==> config.mk <==
export PLATFORM = sky130hd
export DESIGN_NAME = ckct_ctrl
export DESIGN_NICKNAME = d
export VERILOG_FILES = /design/src/hdl/canonical_kmer_counting_table_core_macros.svh /design/src/hdl/ckct_pkg.sv /design/src/hdl/ckct_ctrl.sv
export SDC_FILE = /design/constraint.sdc
export NUM_CORES = 1
export LEC_CHECK = 0
export ABC_AREA = 1
export BUFFER_PORTS_ARGS = -buffer_cell sky130_fd_sc_hd__buf_2
export CAP_MARGIN = 5
export CORE_AREA = 2 2 39 41
export DETAILED_ROUTE_END_ITERATION = 10
export DIE_AREA = 0 0 41 43
export HOLD_SLACK_MARGIN = 0.15
export PLACE_DENSITY = 0.63
export SYNTH_ARGS = -nofsm -noshare
export SYNTH_HDL_FRONTEND = slang
export SYNTH_SLANG_ARGS = --single-unit
==> constraint.sdc <==
create_clock -name clk -period 1.5 [get_ports clk]
set_input_delay 0.375 -clock clk [delete_from_list [all_inputs] [get_ports clk]]
set_output_delay 0.375 -clock clk [all_outputs]
set_load 0.01 [all_outputs]
==> src/hdl/canonical_kmer_counting_table_core_macros.svh <==
// Assertion macros shared by the counting table RTL.
// They sample on clk and are disabled while arst_n is low.
`ifndef CANONICAL_KMER_COUNTING_TABLE_CORE_MACROS_SVH
`define CANONICAL_KMER_COUNTING_TABLE_CORE_MACROS_SVH

// Consequent must hold in the same cycle as the antecedent.
`define CKCT_ASSERT_NOW(label, ante, cons, msg) \
	label: assert property (@(posedge clk) disable iff (!arst_n) (ante) |-> (cons)) \
		else $error(msg);

// Consequent must hold in the cycle after the antecedent.
`define CKCT_ASSERT_NEXT(label, ante, cons, msg) \
	label: assert property (@(posedge clk) disable iff (!arst_n) (ante) |=> (cons)) \
		else $error(msg);

`endif

==> src/hdl/ckct_pkg.sv <==
package ckct_pkg;

	// Configuration register indexes (bit 2 of the byte address).
	localparam logic REG_KMER_LEN     = 1'b0;
	localparam logic REG_BUCKET_COUNT = 1'b1;

	localparam int KMER_LEN_W     = 5;
	localparam int BUCKET_COUNT_W = 17;

	localparam logic [KMER_LEN_W-1:0]     KMER_LEN_RESET     = 5'd16;
	localparam logic [BUCKET_COUNT_W-1:0] BUCKET_COUNT_RESET = 17'd65536;

	localparam int BASE_W   = 3;
	localparam int CANON_W  = 32;
	localparam int BUCKET_W = 16;
	localparam int COUNT_W  = 32;

	// Kind of result held for the output register.
	typedef enum logic [1:0] {
		RES_NONE,
		RES_HIT,
		RES_FULL
	} res_kind_t;

	// Commands from the controller to the datapath.
	typedef struct packed {
		logic      accept;
		logic      div_step;
		logic      probe_init;
		logic      mem_rd;
		logic      probe_next;
		logic      mem_wr;
		logic      emit;
		res_kind_t kind;
	} ckct_cmd_t;

	// Status from the datapath to the controller.
	typedef struct packed {
		logic kmer_ready;
		logic div_done;
		logic probe_hit;
		logic probe_last;
		logic clear_busy;
	} ckct_status_t;

endpackage

==> src/hdl/ckct_ctrl.sv <==
module ckct_ctrl (
	input  logic                   clk,
	input  logic                   arst_n,
	input  logic                   in_valid,
	output logic                   in_ready,
	input  logic                   out_ready,
	output logic                   out_valid,
	input  ckct_pkg::ckct_status_t status,
	output ckct_pkg::ckct_cmd_t    cmd
);

	typedef enum logic [2:0] {
		ST_IDLE,
		ST_DECIDE,
		ST_DIV,
		ST_RD,
		ST_CHK,
		ST_UPD,
		ST_EMIT
	} state_t;

	state_t              state_q;
	ckct_pkg::res_kind_t kind_q;
	logic                out_valid_q;
	logic                out_free;

	assign in_ready  = (state_q == ST_IDLE) && !status.clear_busy;
	assign out_valid = out_valid_q;
	assign out_free  = !out_valid_q || out_ready;

	always_comb begin
		cmd            = '0;
		cmd.kind       = kind_q;
		cmd.accept     = in_valid && in_ready;
		case (state_q)
			ST_DIV: begin
				cmd.div_step   = !status.div_done;
				cmd.probe_init = status.div_done;
			end
			ST_RD: begin
				cmd.mem_rd = 1'b1;
			end
			ST_CHK: begin
				cmd.probe_next = !status.probe_hit && !status.probe_last;
			end
			ST_UPD: begin
				cmd.mem_wr = 1'b1;
			end
			ST_EMIT: begin
				cmd.emit = out_free;
			end
			default: begin
			end
		endcase
	end

	always_ff @(posedge clk or negedge arst_n) begin
		if (!arst_n) begin
			state_q     <= ST_IDLE;
			kind_q      <= ckct_pkg::RES_NONE;
			out_valid_q <= 1'b0;
		end else begin
			if ((state_q == ST_EMIT) && out_free) begin
				out_valid_q <= 1'b1;
			end else if (out_ready) begin
				out_valid_q <= 1'b0;
			end
			case (state_q)
				ST_IDLE: begin
					if (cmd.accept) begin
						state_q <= ST_DECIDE;
					end
				end
				ST_DECIDE: begin
					if (status.kmer_ready) begin
						state_q <= ST_DIV;
					end else begin
						kind_q  <= ckct_pkg::RES_NONE;
						state_q <= ST_EMIT;
					end
				end
				ST_DIV: begin
					if (status.div_done) begin
						state_q <= ST_RD;
					end
				end
				ST_RD: begin
					state_q <= ST_CHK;
				end
				ST_CHK: begin
					if (status.probe_hit) begin
						state_q <= ST_UPD;
					end else if (status.probe_last) begin
						kind_q  <= ckct_pkg::RES_FULL;
						state_q <= ST_EMIT;
					end else begin
						state_q <= ST_RD;
					end
				end
				ST_UPD: begin
					kind_q  <= ckct_pkg::RES_HIT;
					state_q <= ST_EMIT;
				end
				ST_EMIT: begin
					if (out_free) begin
						state_q <= ST_IDLE;
					end
				end
				default: begin
					state_q <= ST_IDLE;
				end
			endcase
		end
	end

endmodule

# Yosys cells after proc, flatten, opt, wreduce, memory -nomap -nowiden
# Index checks and enable logic that the tools add are counted.
[op_classes]
eq_ne = 12
reduce_logical = 15
n_mux = 18
[op_table]
columns = ["cell", "n"]
rows = [
  ["one-hot mux 3 bit (7 select lines)", 1],
  ["2-to-1 mux 3 bit", 6],
  ["!= test 2 bit, second input constant", 6],
  ["== test 3 bit, second input constant", 3],
  ["2-to-1 mux 2 bit", 4],
  ["== test 3 x 2 -> 1 bit, second input constant", 2],
  ["2-to-1 mux 1 bit", 6],
  ["one-hot mux 2 bit (3 select lines)", 1],
  ["logical NOT 1 bit", 5],
  ["logical AND 1 bit", 4],
  ["AND reduction 4 bit", 1],
  ["== test 3 x 1 -> 1 bit, second input constant", 1],
  ["logical NOT 3 bit", 1],
  ["AND reduction 3 bit", 1],
  ["nonzero test 3 bit", 1],
  ["nonzero test 2 bit", 1],
  ["logical OR 1 bit", 1],
]
[totals]
register_bits = 6
elab_cells = 48

# Longest topological paths before layout
[logic_depth]
word_depth = 5
depth_mapped = 7
depth_no_buf = 7

# Least setup slack after synthesis
# No wires, ideal clock.
[synth_timing]
path_kind = "flip-flop to output port"
start = "reg state_q[0]"
end = "out cmd[8] in the netlist's numbering"
t_required_ps = 1125
arrival_time_ps = 981
path_stages_with_launch = 5
setup_slack_ps = 144
path_cell_list = "dfrtp_1 > buf_6 > nor2_2 > nand2_1 > nor3_1"
[synth_lines]
columns = ["item", "line", "source"]
rows = [
  ["from (decl)", "ckct_ctrl.sv:22", "state_t state_q;"],
  ["from (signal assigned)", "ckct_ctrl.sv:59", "state_q <= ST_IDLE;"],
  ["from (signal assigned)", "ckct_ctrl.sv:71", "state_q <= ST_DECIDE;"],
  ["from (signal assigned)", "ckct_ctrl.sv:76", "state_q <= ST_DIV;"],
  ["to (decl)", "ckct_ctrl.sv:9", "output ckct_pkg::ckct_cmd_t cmd"],
]

==> impl_summary.txt <==
----------------------------------------------------
[Detailed routing]
  Count of routing violations after the opening detailed-route iteration ... 15
  DRC violations left ... 0
  Antenna-violating nets left ... 0
  Via Count ... between 500 and 600
  Length of the first detailed-routing pass in iterations ... 4
  Post-Route WL ... slightly above 1 mm
  Wire length per cell ... about 9.0 um
  Vias per cell ... between 4 and 5

[Setup path]
  Worst setup path category ... reg -> out
  CP arrival ... around 1.2 ns
  Delay of the slowest cell on the worst path ... 0.44 ns
  Cell breakdown of the critical path ... nor4_1 > buf_2
  Buffer and inverter count on the worst path ... 1
  Highest-delay cell along the critical path ... dfrtp_2
  Worst Path Required ... 1.12 ns
  CP Launch Type ... flip-flop
  Element type at the critical path end ... output pin
  Cell type group with the largest total delay on the critical path ... flip-flops
  Crit-path max FO ... 7

[Final layout]
  Final cell area excluding filler cells ... 661 um^2
  Area of combinational cells with multiple inputs ... around 250 um^2
  Final Instance Count excl. Fillers ... ~110
  Layout cells sized above 1 ... 0.536
  Count of antenna diodes in the layout ... 0
  Fin nets ... about 110
  Fill count ... about 150
  Storage cell area ... 154 um^2
  Area growth, synth to finish ... 50.9%

[Timing]
  Worst slew margin relative to its limit ... 0.845
  Final setup vio count ... 2
  Final clock skew ... around 0.00059 ns
  Portion of the clock cycle consumed by the worst path in the final layout ... 1.02
  Min Hold Slack ... roughly 0.33 ns
  Count of pins over their slew limit ... 0
  Maximum clock frequency ... 0.654 GHz
  Pin slew with the least headroom to its limit ... between 0.2 and 0.25 ns
  Total count of hold-check failures in the final report ... 0
  Post-route setup slack ... -0.0281 ns
  Setup repair after global routing missed its margin ... yes
  Post-layout minimum cycle time ... between 1.5 and 2 ns

[Power and ir drop]
  Highest ir drop seen on vdd ... around 1.0 mV
  Leak ... just under 0.4 nW
  Power density over the cells ... between 1500 and 2000 nW/um^2

[Run status]
  Failing checks ... negative setup slack
  Result of the run ... finished, violations left

[Floorplan]
  Floorplan row count ... 14
  X dimension of the die ... a little over 40 um
  Core region area ... 1380 um^2
  Height of the die ... ~43 um
  Full die area ... between 1500 and 2000 um^2
  Starting Density ... 0.316
  # IOs ... 20

[Placement]
  Post-placement cell count ... ~100
  Port buffer count ... 19
  Gpl congestion ... ~0.76
  Total placed instance area ... roughly 550 um^2
  Detailed placement HPWL ... 720 um

[Synthesis]
  Synthesized area ... 438 um^2
  EDFF count, synth ... 0
  Most repeated cell in the gate-level netlist after synthesis ... nand2_1
  Biggest area contributors in the synthesized netlist ... dfrtp_1 (34%), nand2_1 (10%), inv_1 (8.6%), nor2_1 (7.7%), nand2_2 (7.1%)
  Leading cell types by count after synthesis ... nand2_1 (12), inv_1 (10), nor2_1 (9)
  Largest area contributor in the synthesized netlist ... dfrtp_1
  Ys Warns ... 0
  Flop and latch count out of synthesis ... 6
  Instance count of the mapped netlist ... 67
  Number of distinct library cells after synthesis ... 17
  Prevailing post-synth register cell ... dfrtp_1
  Share of flip-flops with an asynchronous set or reset after synthesis ... 1.00
  Fraction of the yosys area taken by sequential cells ... 0.343
  Average cell area after synthesis ... 6.54 um^2
  Net Count, Synth ... 76
  Area share of the largest cell type after synthesis ... 0.343

[Min path]
  Type of the tightest min-delay check ... in -> reg

[GRT]
  First-pass GRT wire length ... about 1.6 mm
  Initial antenna violation count ... 0
  Overflow left after global routing ... 0
  Vias in the first global route ... between 400 and 500
  Largest net degree at the start of global routing ... 8
  Total Routing Usage GR ... 0.133

[Clock tree]
  Worst-case clock buffer depth ... 2
  Post-CTS clock slew at the launch and capture registers of the worst setup and hold paths ... roughly 0.04 ns
  Number of levels in the clock H-tree ... 1
  Cts bufs inserted ... 3
  Buffer cell driving the clock tree root ... clkbuf_4
  Clock latency reported for the late side of the worst-skew pair ... approximately 0.25 ns
  Number of clock sinks ... 6
  CTS tree ... built

[Run]
  Count of maximum capacitance violations ... 0

----------------------------------------------------
-- final cells by class --
cell class	count	area share
Inverter	14	0.0795
Clock buffer	3	0.0341
Timing Repair Buffer	28	0.250
Multi-Input combinational cell	46	0.373
Sequential cell	6	0.233
Tap cell	16	0.0303
-- per-stage QoR --
step           utilization  TNS (ns)  setup slack (ns)  power, mW
2_1_floorplan            -         0             0.144      0.776
3_3_place_gp         0.397         0            0.0847      0.930
3_5_place_dp         0.397         0            0.0800      0.932
4_1_cts              0.454    -0.196           -0.0667       1.21
5_1_grt              0.477    -0.604            -0.131       1.39
6_report             0.477   -0.0529           -0.0281       1.27
-- what timing repair did --
action | 4_1_cts | 5_1_grt
setup endpoints to repair | 8 | 8
buffers inserted | 4 | 3
gates resized for setup | 6 | 2
pin swaps | 2 | 2
endpoints found under the hold margin | 6 | 0
hold buffers | 1 | 0
-- worst register-to-register path, cell delays in order (launching register included) --
cell and delay, ns:
dfrtp_2 0.44, nor2_4 0.15, inv_2 0.05, buf_4 0.13, buf_4 0.13, nor2_1 0.14
nand2_1 0.08, nand3_1 0.08
-- cells by family (layout without fill, tap and decap cells) --
group           count (synthesis)  count (layout)  synth area share
simple gates                   39              39             0.417
compound gates                  7               7            0.0943
flops                           6               6             0.343
buf+inv                        15              45             0.146
-- cell usage in the layout (no fill, tap or decap) --
cell | netlist | final
a21oi_1 | 2 | 2
buf_2 | 0 | 19
buf_4 | 0 | 8
clkbuf_4 | 0 | 3
dfrtp_1 | 6 | 3
dfrtp_2 | 0 | 3
dlygate4sd3_1 | 0 | 1
inv_1 | 10 | 10
inv_2 | 4 | 4
nand2_1 | 12 | 11
nand2_2 | 5 | 6
nand3_1 | 5 | 4
nand3_2 | 0 | 1
nor2_1 | 9 | 9
nor2_2 | 4 | 3
nor2_4 | 0 | 1
nor3_2 | 0 | 2
nor4_1 | 1 | 1
o211ai_1 | 1 | 1
o21ai_0 | 2 | 2
o21ai_1 | 1 | 1
o21ai_2 | 1 | 1
or2_2 | 1 | 1
-- sequential cells by signal, summed over array words and instances, names as in the netlist --
register   count
kind_q         2
state_q        3
out_valid      1
-- worst paths after layout --
kind	startpoint	end	slack [ns]	cells past startpoint
setup / recovery	state_q[2]	cmd[6]	-0.03	2
hold / removal	out_ready	out_valid	0.33	2
setup reg to reg	state_q[1]	state_q[2]	0.24	7
hold reg to reg	kind_q[1]	kind_q[1]	0.47	2
max in group asynchronous	arst_n	state_q[1]	0.87	2
min in group asynchronous	arst_n	state_q[2]	0.48	2
-- power by group --
| group | switching, mW | internal [mW] |
|---|---|---|
| combinational | 0.421 | 0.366 |
| clock | 0.0604 | 0.0906 |
| sequential | 0.0912 | 0.245 |
-- per-layer routing --
layer | global-route usage | vias up | routed length, um | share of wire
met1 | 0.148 | 226 | 408 | 0.40
li1 | - | 267 | - | -
met4 | 0.0333 | 0 | 12 | 0.012
met5 | 0 | - | 0 | 0
met3 | 0.0942 | 2 | 98 | 0.096
met2 | 0.197 | 20 | 497 | 0.49
Power figures use the tool's default switching activity.
